**src/rtl/dod_pkg.sv**
```systemverilog
// dod_pkg: shared types and constants of the detection output decoder
// no dependencies; used by every dod_* module and by detection_output_decoder
`default_nettype none

package dod_pkg;

  // channel layout of one prediction
  localparam logic [6:0] CH_CX     = 7'd0;
  localparam logic [6:0] CH_OBJ    = 7'd4;
  localparam logic [6:0] CH_CLASS0 = 7'd5;

  localparam int unsigned MIN_CHANNELS = 6;
  localparam int unsigned MAX_CHANNELS = 128;

  // classes that are passed on
  localparam logic [6:0] CLASS_KEEP_A = 7'd0;
  localparam logic [6:0] CLASS_KEEP_B = 7'd2;

  // configuration register indexes
  localparam logic [1:0] CFG_CONF_THRESHOLD = 2'd0;
  localparam logic [1:0] CFG_FRAME_WIDTH    = 2'd1;
  localparam logic [1:0] CFG_FRAME_HEIGHT   = 2'd2;
  localparam logic [1:0] CFG_NUM_CHANNELS   = 2'd3;

  localparam logic [15:0] RST_CONF_THRESHOLD = 16'd26214;
  localparam logic [12:0] RST_FRAME_WIDTH    = 13'd640;
  localparam logic [12:0] RST_FRAME_HEIGHT   = 13'd640;
  localparam logic [7:0]  RST_NUM_CHANNELS   = 8'd85;

  // output queue
  localparam int unsigned OUT_DEPTH = 8;
  localparam int unsigned OUT_PTR_W = 3;
  localparam int unsigned OUT_CNT_W = 4;

  // edge = (2*c - s) * scale / 2^17, truncated toward zero
  localparam logic signed [31:0] EDGE_BIAS = 32'sd131071;

  typedef struct packed {
    logic        pass;
    logic        seen;
    logic [6:0]  cls;
    logic [15:0] best;
  } score_t;

  typedef struct packed {
    logic        hit;
    logic [12:0] box_index;
    logic [6:0]  class_id;
  } dec_t;

  typedef struct packed {
    logic               [12:0] box_index;
    logic               [6:0]  class_id;
    logic signed        [13:0] left;
    logic signed        [13:0] top;
    logic               [12:0] box_width;
    logic               [12:0] box_height;
  } res_t;

endpackage

`default_nettype wire

```
**src/rtl/dod_out_fifo.sv**
```systemverilog
// dod_out_fifo: result queue between the scaling pipeline and the output channel
// uses dod_pkg for the result type and the queue depth
`default_nettype none

module dod_out_fifo (
  input  wire logic                        clk_i,
  input  wire logic                        rst_ni,
  input  wire logic                        push_i,
  input  wire dod_pkg::res_t               res_i,
  input  wire logic                        pop_i,
  output logic                             valid_o,
  output dod_pkg::res_t                    res_o,
  output logic [dod_pkg::OUT_CNT_W-1:0]    count_o
);
  import dod_pkg::*;

  res_t                 entry_q [OUT_DEPTH];
  logic [OUT_PTR_W-1:0] wr_ptr_q;
  logic [OUT_PTR_W-1:0] rd_ptr_q;
  logic [OUT_CNT_W-1:0] cnt_q;
  logic                 pop;

  assign pop = pop_i && (cnt_q != '0);

  always_ff @(posedge clk_i or negedge rst_ni) begin
    if (!rst_ni) begin
      wr_ptr_q <= '0;
      rd_ptr_q <= '0;
      cnt_q    <= '0;
    end else begin
      if (push_i) begin
        wr_ptr_q <= wr_ptr_q + OUT_PTR_W'(1);
      end
      if (pop) begin
        rd_ptr_q <= rd_ptr_q + OUT_PTR_W'(1);
      end
      case ({push_i, pop})
        2'b10:   cnt_q <= cnt_q + OUT_CNT_W'(1);
        2'b01:   cnt_q <= cnt_q - OUT_CNT_W'(1);
        default: cnt_q <= cnt_q;
      endcase
    end
  end

  always_ff @(posedge clk_i) begin
    if (push_i) begin
      entry_q[wr_ptr_q] <= res_i;
    end
  end

  assign valid_o = (cnt_q != '0);
  assign res_o   = entry_q[rd_ptr_q];
  assign count_o = cnt_q;

`ifndef SYNTHESIS
  a_no_overflow: assert property (@(posedge clk_i) disable iff (!rst_ni)
    (push_i && !pop) |-> (cnt_q < OUT_CNT_W'(OUT_DEPTH)))
    else $error("result queue overflow");
  a_count_bound: assert property (@(posedge clk_i) disable iff (!rst_ni)
    cnt_q <= OUT_CNT_W'(OUT_DEPTH))
    else $error("result queue count beyond depth");
  a_ptr_gap: assert property (@(posedge clk_i) disable iff (!rst_ni)
    (cnt_q == '0 || cnt_q == OUT_CNT_W'(OUT_DEPTH)) |-> (wr_ptr_q == rd_ptr_q))
    else $error("queue pointers disagree with count");
`endif

endmodule

`default_nettype wire

```
**config.mk**
```make
export PLATFORM = sky130hd
export DESIGN_NAME = dod_out_fifo
export DESIGN_NICKNAME = d
export VERILOG_FILES = /design/src/rtl/dod_pkg.sv /design/src/rtl/dod_out_fifo.sv
export SDC_FILE = /design/constraint.sdc
export NUM_CORES = 1
export LEC_CHECK = 0
export BUFFER_PORTS_ARGS = -buffer_cell sky130_fd_sc_hd__clkbuf_2
export CELL_PAD_IN_SITES_DETAIL_PLACEMENT = 1
export CELL_PAD_IN_SITES_GLOBAL_PLACEMENT = 1
export CORE_UTILIZATION = 25
export CTS_CLUSTER_DIAMETER = 100
export DETAILED_ROUTE_END_ITERATION = 6
export GPL_ROUTABILITY_DRIVEN = 0
export PLACE_DENSITY = 0.54
export SLEW_MARGIN = 20
export SYNTH_ARGS = -nofsm -noshare
export SYNTH_HDL_FRONTEND = slang
export SYNTH_SLANG_ARGS = --single-unit
```
**constraint.sdc**
```tcl
create_clock -name clk_i -period 13.34 [get_ports clk_i]
set_input_delay 2.668 -clock clk_i [delete_from_list [all_inputs] [get_ports clk_i]]
set_output_delay 2.668 -clock clk_i [all_outputs]
set_load 0.03 [all_outputs]
```
==> flow_summary.html <==
<table>
<tr><th>Metric</th><th>Value</th></tr>
<tr><th colspan="2">Run status</th></tr>
<tr><td>Result of the run</td><td>finished clean</td></tr>
<tr><th colspan="2">Run</th></tr>
<tr><td>Count of maximum capacitance violations</td><td>0</td></tr>
<tr><th colspan="2">Timing</th></tr>
<tr><td>Hold Slack</td><td>0.509 ns</td></tr>
<tr><td>Crit path time final</td><td>6.85 ns</td></tr>
<tr><td>Worst-Margin Slew</td><td>between 1 and 1.5 ns</td></tr>
<tr><td>Clock skew after layout</td><td>0.0134 ns</td></tr>
<tr><td>Worst setup slack after layout</td><td>about 6.5 ns</td></tr>
<tr><td>Slew Limit Fails</td><td>0</td></tr>
<tr><td>Highest attainable clock frequency</td><td>0.146 GHz</td></tr>
<tr><td>Relative slew margins</td><td>28.3%</td></tr>
<tr><td>Total setup violations reported at the end of the flow</td><td>0</td></tr>
<tr><td>Period utilization</td><td>51.3%</td></tr>
<tr><td>Setup repair after global routing missed its margin</td><td>no</td></tr>
<tr><td>Fin. Hold Viols</td><td>0</td></tr>
<tr><td>Accumulated negative setup slack</td><td>0 ns</td></tr>
<tr><th colspan="2">Yosys</th></tr>
<tr><td>Synthesized Nets</td><td>993</td></tr>
<tr><td>Top cells by instance count after synthesis</td><td>sky130_fd_sc_hd__edfxtp_1 (592), sky130_fd_sc_hd__mux4_2 (148), sky130_fd_sc_hd__mux2_2 (76)</td></tr>
<tr><td>Unique cell type count in the Yosys netlist</td><td>25</td></tr>
<tr><td>Cell with the most instances after synthesis</td><td>sky130_fd_sc_hd__edfxtp_1</td></tr>
<tr><td>Post-synth design cell area</td><td>22800 sq um</td></tr>
<tr><td>Area share of the largest cell type after synthesis</td><td>78.0%</td></tr>
<tr><td>Count of yosys warnings during synthesis</td><td>0</td></tr>
<tr><td>FFs w/ async S/R, synth</td><td>1.66%</td></tr>
<tr><td>Seq cells post-synth</td><td>602</td></tr>
<tr><td>Biggest area consumer among synthesized cells</td><td>sky130_fd_sc_hd__edfxtp_1</td></tr>
<tr><td>Largest cells by area after synthesis</td><td>sky130_fd_sc_hd__edfxtp_1 (78%), sky130_fd_sc_hd__mux4_2 (15%), sky130_fd_sc_hd__mux2_2 (3.8%)</td></tr>
<tr><td>Primary flip-flop cell chosen by synthesis mapping</td><td>sky130_fd_sc_hd__edfxtp_1</td></tr>
<tr><td>Post-synthesis average cell area</td><td>25.0 sq um</td></tr>
<tr><td>Count of mapped cells out of synthesis</td><td>910</td></tr>
<tr><td>Number of enable flip-flop cells after synthesis</td><td>592</td></tr>
<tr><td>Share of the yosys chip area belonging to registers</td><td>79.1%</td></tr>
<tr><th colspan="2">Cells and area</th></tr>
<tr><td>Count of filler cells inserted in the layout</td><td>9008</td></tr>
<tr><td>Post-synthesis to final-layout area growth</td><td>19.4%</td></tr>
<tr><td>Share of final-layout standard cells stronger than drive strength 1</td><td>43.5%</td></tr>
<tr><td>Post-route design area</td><td>27200 sq um</td></tr>
<tr><td>Final #Nets</td><td>about 1200</td></tr>
<tr><td>Core Util, Final</td><td>30.2%</td></tr>
<tr><td>Fin cells</td><td>about 2300</td></tr>
<tr><th colspan="2">Floorplan</th></tr>
<tr><td>Total die area</td><td>92300 sq um</td></tr>
<tr><td>DIE WIDTH</td><td>304 microns</td></tr>
<tr><td>Area of the core</td><td>90100 sq um</td></tr>
<tr><td>Die H</td><td>roughly 300 microns</td></tr>
<tr><td>Top Ports</td><td>157</td></tr>
<tr><td>Initial core utilization</td><td>25.3%</td></tr>
<tr><td>Floorplan row count</td><td>110</td></tr>
<tr><th colspan="2">Pwr</th></tr>
<tr><td>Maximum VDD drop</td><td>0.145 mV</td></tr>
<tr><td>Leakage</td><td>8.71 nW</td></tr>
<tr><td>Pwr dens</td><td>232 nW/um^2</td></tr>
<tr><td>Total power</td><td>between 6 and 7 mW</td></tr>
<tr><th colspan="2">Clocking</th></tr>
<tr><td>Buffers inserted by post-CTS timing repair</td><td>0</td></tr>
<tr><td>CTS Buf Count</td><td>70</td></tr>
<tr><td>CTS Buffer Depth</td><td>3</td></tr>
<tr><td>H-tree depth</td><td>3</td></tr>
<tr><td>CTS clk-pin slew, worst paths</td><td>0.06 ns</td></tr>
<tr><td>Root buffer cell</td><td>sky130_fd_sc_hd__clkbuf_16</td></tr>
<tr><td>Clk sinks</td><td>between 600 and 700</td></tr>
<tr><td>Clock tree from TritonCTS</td><td>done</td></tr>
<tr><td>Clock Latency Late Sink</td><td>0.61 ns</td></tr>
<tr><td>Total of hold buffers inserted after clock tree synthesis</td><td>0</td></tr>
<tr><td>Post-cts resize count</td><td>0</td></tr>
<tr><th colspan="2">Placed design</th></tr>
<tr><td>Post-placement setup slack</td><td>6.91 ns</td></tr>
<tr><td>Detailed placer's ending HPWL</td><td>about 27000 microns</td></tr>
<tr><td>Instance count after placement with tap cells included</td><td>around 2200</td></tr>
<tr><td>Instance area after placement</td><td>25000 sq um</td></tr>
<tr><td>Count of input and output buffers</td><td>156</td></tr>
<tr><th colspan="2">Worst setup path</th></tr>
<tr><td>Crit start category</td><td>register</td></tr>
<tr><td>Max FO, Critical Path</td><td>45</td></tr>
<tr><td>Data required, critical path</td><td>~11 ns</td></tr>
<tr><td>Critical Path End Type</td><td>output pin</td></tr>
<tr><td>CP arrival</td><td>4.18 ns</td></tr>
<tr><td>Category of the most critical setup path</td><td>register to output pin</td></tr>
<tr><th colspan="2">Routing</th></tr>
<tr><td>Detailed-route wire length on metal 1</td><td>21900 microns</td></tr>
<tr><td>Antenna violation net count after detailed routing</td><td>0</td></tr>
<tr><td>Initial DRC Count</td><td>518</td></tr>
<tr><td>Vias per cell</td><td>4.29</td></tr>
<tr><td>Met2 wire len</td><td>~25000 microns</td></tr>
<tr><td>Top routing layer in use</td><td>met5</td></tr>
<tr><td>Met3 WL post-DR</td><td>between 2000 and 2500 microns</td></tr>
<tr><td>Routed WL</td><td>50500 microns</td></tr>
<tr><td>Via count of the routed design</td><td>10100</td></tr>
<tr><td>DR pass1 iterations</td><td>6</td></tr>
<tr><td>Remaining design rule violation count</td><td>0</td></tr>
<tr><td>Detail-routed net length per standard cell</td><td>21.5 microns</td></tr>
<tr><th colspan="2">Global routing</th></tr>
<tr><td>First-pass GRT wire length</td><td>75200 microns</td></tr>
<tr><td>Global route total overflow</td><td>0</td></tr>
<tr><td>Antenna violations before repair</td><td>4</td></tr>
<tr><td>Global-route total usage across every layer</td><td>11.1%</td></tr>
<tr><td>Via count of the first global-routing pass</td><td>around 11000</td></tr>
<tr><td>Pin count of the biggest net entering global routing</td><td>65</td></tr>
<tr><th colspan="2">Hold path</th></tr>
<tr><td>Hold Crit Class</td><td>register to register</td></tr>
</table>
==> registers in the layout (all words and copies together), names as in the netlist <==
name,count
count_o,4
wr_ptr_q,3
entry_q,592
rd_ptr_q,3
==> worst paths after layout <==
| kind | start | to | slack (ns) | depth (start not counted) |
|---|---|---|---|---|
| max in group asynchronous | rst_ni | rd_ptr_q[2] | 11.15 | 1 |
| min in group asynchronous | rst_ni | count_o[3] | 1.94 | 1 |
| worst min-delay path | count_o[3] | count_o[3] | 0.51 | 1 |
| worst min register to register | count_o[3] | count_o[3] | 0.51 | 1 |
| worst max-delay path | rd_ptr_q[0] | res_o[25] | 6.49 | 5 |
| worst max register to register | wr_ptr_q[0] | entry_q[2][37] | 10.30 | 4 |
==> per-layer routing <==
metal,up-vias,track usage [%]
li1,4335,-
met1,5468,14.0
met2,178,18.7
met3,79,2.68
met4,8,3.90
met5,-,0
==> kinds of logic after synthesis <==
group / count (synthesis) / share of synthesized area [%]
AOI/OAI and AO/OA: 3 / 0.0988
xor gates and xnor gates: 9 / 0.346
adders and majority gates: 5 / 0.275
buffers and inverters: 44 / 1.22
DFF: 602 / 79.1
muxes: 226 / 18.5
and+or+nand+nor: 21 / 0.450
==> worst max-delay path: stages, from the launching register on <==
cell and delay [ns]:
sky130_fd_sc_hd__dfrtp_4 1.05, sky130_fd_sc_hd__buf_4 0.58, sky130_fd_sc_hd__buf_4 0.75, sky130_fd_sc_hd__mux4_2 0.59, sky130_fd_sc_hd__mux2_2 0.29, sky130_fd_sc_hd__clkbuf_2 0.20
==> cell type report <==
cell class	count	area, sq um	share of cell area (%)
flip-flops and latches	602	18000	66.3
well taps	1176	1470	5.41
diodes	1	2.50	0.00920
clock inverters	37	282	1.03
repair buffers	178	966	3.55
inverters	2	7.51	0.0276
multi-input cells	264	4530	16.7
clock buffers	88	1900	7.00
==> layout by cell type, fill, tap and decap left out, types with 4 or more instances in the layout <==
cell                        synthesis  final
sky130_fd_sc_hd__nor2_4             0      6
sky130_fd_sc_hd__xor2_1             5      5
sky130_fd_sc_hd__buf_4              0     21
sky130_fd_sc_hd__clkbuf_2           0    156
sky130_fd_sc_hd__inv_6              0      5
sky130_fd_sc_hd__xnor2_1            4      4
sky130_fd_sc_hd__clkbuf_1          13     14
sky130_fd_sc_hd__clkbuf_16          0     74
sky130_fd_sc_hd__mux4_2           148    148
sky130_fd_sc_hd__edfxtp_1         592    592
sky130_fd_sc_hd__clkinv_1           0     15
sky130_fd_sc_hd__clkinv_2           0     11
sky130_fd_sc_hd__ha_1               5      5
sky130_fd_sc_hd__dfrtp_1           10      7
sky130_fd_sc_hd__mux2_2            76     76
sky130_fd_sc_hd__nand2_1            4      4
==> power by group <==
| group | total, mW | internal, mW | switching (mW) | leakage, nW |
|---|---|---|---|---|
| Sequential | 2.54 | 2.38 | 0.158 | 5.49 |
| Clock | 1.81 | 1.07 | 0.738 | 1.08 |
| Combinational | 1.97 | 0.807 | 1.16 | 2.14 |
| Total | 6.31 | 4.26 | 2.06 | 8.71 |
(Power assumes the default switching activity.)
