`src/rtl/dod_pkg.sv`:
```
// dod_pkg: shared types and constants of the detection output decoder
// no dependencies; used by every dod_* module and by detection_output_decoder
`default_nettype none

package dod_pkg;

  // channel layout of one prediction
  localparam logic [6:0] CH_CX     = 7'd0;
  localparam logic [6:0] CH_OBJ    = 7'd4;
  localparam logic [6:0] CH_CLASS0 = 7'd5;

  localparam int unsigned MIN_CHANNELS = 6;
  localparam int unsigned MAX_CHANNELS = 128;

  // classes that are passed on
  localparam logic [6:0] CLASS_KEEP_A = 7'd0;
  localparam logic [6:0] CLASS_KEEP_B = 7'd2;

  // configuration register indexes
  localparam logic [1:0] CFG_CONF_THRESHOLD = 2'd0;
  localparam logic [1:0] CFG_FRAME_WIDTH    = 2'd1;
  localparam logic [1:0] CFG_FRAME_HEIGHT   = 2'd2;
  localparam logic [1:0] CFG_NUM_CHANNELS   = 2'd3;

  localparam logic [15:0] RST_CONF_THRESHOLD = 16'd26214;
  localparam logic [12:0] RST_FRAME_WIDTH    = 13'd640;
  localparam logic [12:0] RST_FRAME_HEIGHT   = 13'd640;
  localparam logic [7:0]  RST_NUM_CHANNELS   = 8'd85;

  // output queue
  localparam int unsigned OUT_DEPTH = 8;
  localparam int unsigned OUT_PTR_W = 3;
  localparam int unsigned OUT_CNT_W = 4;

  // edge = (2*c - s) * scale / 2^17, truncated toward zero
  localparam logic signed [31:0] EDGE_BIAS = 32'sd131071;

  typedef struct packed {
    logic        pass;
    logic        seen;
    logic [6:0]  cls;
    logic [15:0] best;
  } score_t;

  typedef struct packed {
    logic        hit;
    logic [12:0] box_index;
    logic [6:0]  class_id;
  } dec_t;

  typedef struct packed {
    logic               [12:0] box_index;
    logic               [6:0]  class_id;
    logic signed        [13:0] left;
    logic signed        [13:0] top;
    logic               [12:0] box_width;
    logic               [12:0] box_height;
  } res_t;

endpackage

`default_nettype wire

```
`src/rtl/dod_scale.sv`:
```
// dod_scale: two-stage pixel scaling of an accepted box (operands, products)
// and truncation toward zero; uses dod_pkg
`default_nettype none

module dod_scale (
  input  wire logic          clk_i,
  input  wire logic          rst_ni,
  input  wire dod_pkg::dec_t dec_i,
  input  wire logic [63:0]   box_i,
  input  wire logic [12:0]   frame_width_i,
  input  wire logic [12:0]   frame_height_i,
  output logic [1:0]         inflight_o,
  output logic               push_o,
  output dod_pkg::res_t      res_o
);
  import dod_pkg::*;

  logic               v2_q;
  logic [12:0]        idx2_q;
  logic [6:0]         cls2_q;
  logic signed [17:0] dx_q;
  logic signed [17:0] dy_q;
  logic [15:0]        w_q;
  logic [15:0]        h_q;

  logic               v3_q;
  logic [12:0]        idx3_q;
  logic [6:0]         cls3_q;
  logic signed [31:0] px_q;
  logic signed [31:0] py_q;
  logic [28:0]        pw_q;
  logic [28:0]        ph_q;

  logic signed [17:0] dx_d;
  logic signed [17:0] dy_d;
  logic signed [31:0] px_d;
  logic signed [31:0] py_d;
  logic [28:0]        pw_d;
  logic [28:0]        ph_d;
  logic signed [31:0] lx_adj;
  logic signed [31:0] ty_adj;

  // 2*centre - size
  assign dx_d = $signed({1'b0, box_i[15:0], 1'b0}) - $signed({2'b00, box_i[47:32]});
  assign dy_d = $signed({1'b0, box_i[31:16], 1'b0}) - $signed({2'b00, box_i[63:48]});

  always_ff @(posedge clk_i or negedge rst_ni) begin
    if (!rst_ni) begin
      v2_q <= 1'b0;
      v3_q <= 1'b0;
    end else begin
      v2_q <= dec_i.hit;
      v3_q <= v2_q;
    end
  end

  always_ff @(posedge clk_i) begin
    if (dec_i.hit) begin
      idx2_q <= dec_i.box_index;
      cls2_q <= dec_i.class_id;
      dx_q   <= dx_d;
      dy_q   <= dy_d;
      w_q    <= box_i[47:32];
      h_q    <= box_i[63:48];
    end
    if (v2_q) begin
      idx3_q <= idx2_q;
      cls3_q <= cls2_q;
      px_q   <= px_d;
      py_q   <= py_d;
      pw_q   <= pw_d;
      ph_q   <= ph_d;
    end
  end

  assign px_d = 32'(dx_q) * 32'($signed({1'b0, frame_width_i}));
  assign py_d = 32'(dy_q) * 32'($signed({1'b0, frame_height_i}));
  assign pw_d = 29'(w_q) * 29'(frame_width_i);
  assign ph_d = 29'(h_q) * 29'(frame_height_i);

  // negative products get a bias so the arithmetic shift truncates toward zero
  assign lx_adj = px_q + (px_q[31] ? EDGE_BIAS : 32'sd0);
  assign ty_adj = py_q + (py_q[31] ? EDGE_BIAS : 32'sd0);

  always_comb begin
    res_o.box_index  = idx3_q;
    res_o.class_id   = cls3_q;
    res_o.left       = lx_adj[30:17];
    res_o.top        = ty_adj[30:17];
    res_o.box_width  = pw_q[28:16];
    res_o.box_height = ph_q[28:16];
  end

  assign push_o     = v3_q;
  assign inflight_o = {1'b0, v2_q} + {1'b0, v3_q};

endmodule

`default_nettype wire

```
`config.mk`:
```
export PLATFORM = sky130hd
export DESIGN_NAME = dod_scale
export DESIGN_NICKNAME = d
export VERILOG_FILES = /design/src/rtl/dod_pkg.sv /design/src/rtl/dod_scale.sv
export SDC_FILE = /design/constraint.sdc
export NUM_CORES = 2
export LEC_CHECK = 0
export BUFFER_PORTS_ARGS = -buffer_cell sky130_fd_sc_hd__buf_2
export CAP_MARGIN = 0
export CORE_MARGIN = 4
export CORE_UTILIZATION = 53
export CTS_BUF_LIST = sky130_fd_sc_hd__clkbuf_16
export CTS_CLUSTER_DIAMETER = 60
export DETAILED_ROUTE_END_ITERATION = 16
export GPL_ROUTABILITY_DRIVEN = 0
export PLACE_DENSITY = 0.75
export SYNTH_ARGS = -nofsm -noshare
export SYNTH_HDL_FRONTEND = slang
export SYNTH_SLANG_ARGS = --single-unit
```
`constraint.sdc`:
```
create_clock -name clk_i -period 5.47 [get_ports clk_i]
set_input_delay 1.094 -clock clk_i [delete_from_list [all_inputs] [get_ports clk_i]]
set_output_delay 1.094 -clock clk_i [all_outputs]
set_load 0.02 [all_outputs]
```
==> qor.log <==
INFO  run_status     status=complete, but fails checks
INFO  run_status     violations_in_the_final_reports=negative setup slack
INFO  logic_synthesis synth_enable_flop_cells=196
INFO  setup_path     cp_num_cells=22
INFO  timing         worst_slew_pin_slew=0.964ns
INFO  placed_design  detailedPlace.worstSlack=-1.45ns
INFO  cts            clkLatencyLatePin=0.52ns
INFO  drt            routedWlPerCell=16.5µm
INFO  logic_synthesis synth.distinct_cells=70
INFO  drt            drt_via_density=5.21
INFO  finish         area_growth=21.1%
INFO  setup_path     critPathMaxFanout=8
INFO  setup_path     critical_path.top_delay_family=adder cells
INFO  finish         drive_above_1_share=0.226
INFO  setup_path     worst_path_most_repeated_cell=sky130_fd_sc_hd__fa_1
INFO  logic_synthesis post-synth-top-area-fraction=0.390
INFO  min_path       class_of_the_worst_hold_path=primary input to async pin
INFO  setup_path     critPathCaptureType=flip-flop
INFO  timing         whs=0.343ns
INFO  run            drv_cap=0
INFO  timing         clock_skew=0.0148ns
INFO  finish         diodes=0
INFO  floorplan      die_w=279µm
INFO  timing         rsz_0062_raised_after_global_routing=true
INFO  cts            clk_transition_reported_paths=0.08ns
INFO  cts            clock_tree.buffer_depth=2
INFO  finish         fin_area=47000µm²
INFO  placed_design  place.detailed.hpwl=74100µm
INFO  floorplan      fp-row-count=98
INFO  cts            clk_root_buffer_cell=sky130_fd_sc_hd__clkbuf_16
INFO  setup_path     worstPathCellList=buf_8, buf_12, nand2_1, fa_1, fa_1, inv_1, fa_1, fa_1, fa_1, inv_1, fa_1, inv_1, ha_4, a21oi_1, o21a_1, nand2_2, o2111ai_4, a311oi_2, o41ai_2, o2111ai_1, a21oi_1, xnor2_1
INFO  logic_synthesis ys_seq_area_frac=0.153
INFO  setup_path     critical_path_arrival=6.47ns
INFO  finish         nets=5833
INFO  timing         relative_slew_slack=0.357
INFO  setup_path     critical_path.startpoint_type=primary input
INFO  drt            postRouteAntennaNets=0
INFO  placed_design  buffers_on_ports=189
INFO  setup_path     timing.critical_path.required=5.74ns
INFO  cts            ctsHtreeMaxLevel=4
INFO  cts            holdBufCountCts=0
INFO  logic_synthesis synth_seq_cells=198
INFO  timing         min_period_over_period=1.13
INFO  setup_path     crit_slowest_cell=sky130_fd_sc_hd__fa_1
INFO  grt            number_of_global_route_vias_before_repair=32200
INFO  setup_path     max_stage_delay=0.52ns
INFO  logic_synthesis yosysWarnings=0
INFO  timing         slack_of_the_critical_path=-0.737ns
INFO  grt            grt_first_pass_wirelength=154000µm
INFO  logic_synthesis syn-num-nets=5284
INFO  grt            grt_overflow=0
INFO  logic_synthesis synthTopCellsByArea=sky130_fd_sc_hd__fa_1 (39%), sky130_fd_sc_hd__edfxtp_1 (15%), sky130_fd_sc_hd__ha_1 (12%)
INFO  timing         setup_violations=55
INFO  floorplan      fp.coreArea=72100µm²
INFO  floorplan      start_util=0.538
INFO  timing         fmax=0.161GHz
INFO  drt            drt-pass1-iter-count=6
INFO  logic_synthesis synth_area_per_cell=9.57µm²
INFO  grt            global_route.usage.total=0.245
INFO  floorplan      boundaryPins=190
INFO  floorplan      die_height=279µm
INFO  cts            cts-buffers-inserted=17
INFO  floorplan      total_die_area=77600µm²
INFO  setup_path     crit_buf_inv=5
INFO  logic_synthesis ys_dominant_reg_cell=sky130_fd_sc_hd__edfxtp_1
INFO  timing         slew_viol_final=0
INFO  drt            drt_iter0_markers=1546
INFO  timing         finalHoldViolations=0
INFO  grt            pin_count_of_the_biggest_net_entering_global_routing=73
INFO  logic_synthesis mapped_cells=4056
INFO  cts            cts_tree=built
INFO  cts            numClockSinks=198
INFO  drt            route.final.wire_length=92100µm
INFO  logic_synthesis synth-async-reset-ratio=0.0101
INFO  placed_design  detailed_place.area=44200µm²
INFO  setup_path     worst-r2r-cell-count=21
INFO  drt            detailroute.via_count=29000
INFO  logic_synthesis library_cell_with_the_largest_summed_area_after_synthesis=sky130_fd_sc_hd__fa_1
INFO  setup_path     worst-setup-path-type=primary input to flip-flop
INFO  logic_synthesis post_synth_design_cell_area=38800µm²
INFO  drt            detail_route.drc_violations=0
INFO  grt            antenna_found_initial=0
INFO  timing         finalCriticalPeriod=6.21ns
-- stage by stage --
| step | instances | utilization | TNS [ns] |
|---|---|---|---|
| detailed placement | 5470 | 0.613 | -70.90 |
| floorplan | 4056 | - | -26.93 |
| global placement | 5470 | 0.613 | -67.00 |
| finish | 5568 | 0.652 | -16.45 |
| CTS | 5543 | 0.641 | -13.63 |
| global route | 5568 | 0.652 | -24.43 |
-- path summary, 6_finish.rpt --
kind                                     start                   to  slack, ns
setup / recovery             frame_height_i[6]   py_q[31]$_DFFE_PP_      -0.74
max in group asynchronous               rst_ni       v2_q$_DFF_PN0_       5.02
hold reg to reg            cls2_q[6]$_DFFE_PP_  cls3_q[6]$_DFFE_PP_       0.42
setup reg to reg            dy_q[10]$_DFFE_PP_   py_q[31]$_DFFE_PP_      -0.66
hold / removal                          rst_ni     push_o$_DFF_PN0_       0.34
min in group clk_i         cls2_q[6]$_DFFE_PP_  cls3_q[6]$_DFFE_PP_       0.42
-- Yosys cell counts, types with 4 or more instances --
master / count
sky130_fd_sc_hd__ha_1: 359
sky130_fd_sc_hd__a21boi_0: 7
sky130_fd_sc_hd__or3_1: 4
sky130_fd_sc_hd__buf_4: 26
sky130_fd_sc_hd__o21bai_1: 11
sky130_fd_sc_hd__nor3_1: 26
sky130_fd_sc_hd__fa_1: 756
sky130_fd_sc_hd__nand3_1: 35
sky130_fd_sc_hd__o211ai_1: 8
sky130_fd_sc_hd__nor2_1: 72
sky130_fd_sc_hd__o21ai_0: 55
sky130_fd_sc_hd__o31a_1: 4
sky130_fd_sc_hd__nand2_1: 558
sky130_fd_sc_hd__nand2b_1: 18
sky130_fd_sc_hd__and3_1: 16
sky130_fd_sc_hd__xor2_1: 38
sky130_fd_sc_hd__o2111ai_1: 8
sky130_fd_sc_hd__a31oi_1: 9
sky130_fd_sc_hd__a21o_1: 40
sky130_fd_sc_hd__o21ai_1: 4
sky130_fd_sc_hd__clkbuf_1: 147
sky130_fd_sc_hd__a21oi_1: 85
sky130_fd_sc_hd__inv_1: 984
sky130_fd_sc_hd__nand4_1: 14
sky130_fd_sc_hd__nor2b_1: 12
sky130_fd_sc_hd__and4_1: 6
sky130_fd_sc_hd__xnor2_1: 104
sky130_fd_sc_hd__edfxtp_1: 196
sky130_fd_sc_hd__o21a_1: 17
sky130_fd_sc_hd__a211oi_1: 15
sky130_fd_sc_hd__a2111oi_0: 5
sky130_fd_sc_hd__and2_1: 361
-- placed cells by master, fill, tap and decap left out, drive strengths merged, types with 8 or more instances in the layout --
cell     instances
a31oi            9
a21o            40
a211oi          16
nor2b           12
nor2            72
inv            991
o211ai           8
clkbuf          17
xor2            38
o2111ai          9
nand4           14
nor3            26
ha             359
buf            702
and2           361
nand2          558
o21bai          11
nand3           35
o21ai           59
nand2b          18
edfxtp         196
a21oi           87
and3            16
o21a            17
xnor2          104
fa             756
a21boi          10
-- what timing repair did --
| item | 4_1_cts | 5_1_grt |
|---|---|---|
| cloned | 6 | 0 |
| endpoints found under the setup margin | 66 | 62 |
| resized for setup | 276 | 152 |
| pin swaps | 144 | 138 |
| setup buffers | 43 | 36 |
-- area by class of cell --
type | instances | area [µm²]
clock buffer | 17 | 425
inverter | 984 | 3700
clock inverter | 15 | 159
multi-input combinational | 2700 | 30000
fill | 5480 | 25100
timing repair buffer | 704 | 5630
tap | 950 | 1190
sequential | 198 | 5940
-- logic make-up (layout without fill, tap and decap cells) --
| family | count (synthesis) | after routing | synth area share |
|---|---|---|---|
| xor+xnor | 142 | 142 | 0.0320 |
| flops | 198 | 198 | 0.153 |
| fa+ha+maj | 1115 | 1115 | 0.506 |
| simple gates | 1134 | 1134 | 0.141 |
| mux | 2 | 2 | 0.000516 |
| compound gates | 307 | 307 | 0.0531 |
| buf+inv | 1158 | 1720 | 0.115 |
-- state kept, by name, indices dropped and copies added, names as in the netlist, 15 cells and up --
signal / cells
w_q: 15
dx_q: 18
px_q: 32
py_q: 32
dy_q: 18
h_q: 15
-- worst register-to-register path: stages (launching register included) --
cell	delay, ns
sky130_fd_sc_hd__edfxtp_1	0.56
sky130_fd_sc_hd__and2_4	0.24
sky130_fd_sc_hd__fa_1	0.53
sky130_fd_sc_hd__inv_1	0.05
sky130_fd_sc_hd__fa_1	0.50
sky130_fd_sc_hd__inv_2	0.04
sky130_fd_sc_hd__fa_1	0.52
sky130_fd_sc_hd__fa_1	0.45
sky130_fd_sc_hd__fa_1	0.54
sky130_fd_sc_hd__inv_1	0.05
sky130_fd_sc_hd__fa_1	0.49
sky130_fd_sc_hd__inv_2	0.05
sky130_fd_sc_hd__ha_4	0.23
sky130_fd_sc_hd__a21oi_4	0.14
sky130_fd_sc_hd__o21a_1	0.18
sky130_fd_sc_hd__nand2_2	0.11
sky130_fd_sc_hd__o2111ai_4	0.22
sky130_fd_sc_hd__a311oi_2	0.16
sky130_fd_sc_hd__o41ai_2	0.40
sky130_fd_sc_hd__o2111ai_1	0.16
sky130_fd_sc_hd__a21oi_1	0.18
sky130_fd_sc_hd__xnor2_1	0.08
-- routing by layer --
metal,global-route usage,part of all wire,vias up,routed length (µm)
met1,0.288,0.37,14600,34400
met3,0.0388,0.056,239,5130
li1,-,-,13300,-
met5,0,0,-,0
met2,0.453,0.53,878,49000
met4,0.0884,0.039,0,3590
Power is not shown: default switching activity piles up to over one toggle a cycle in this logic, so the estimate is an artifact.
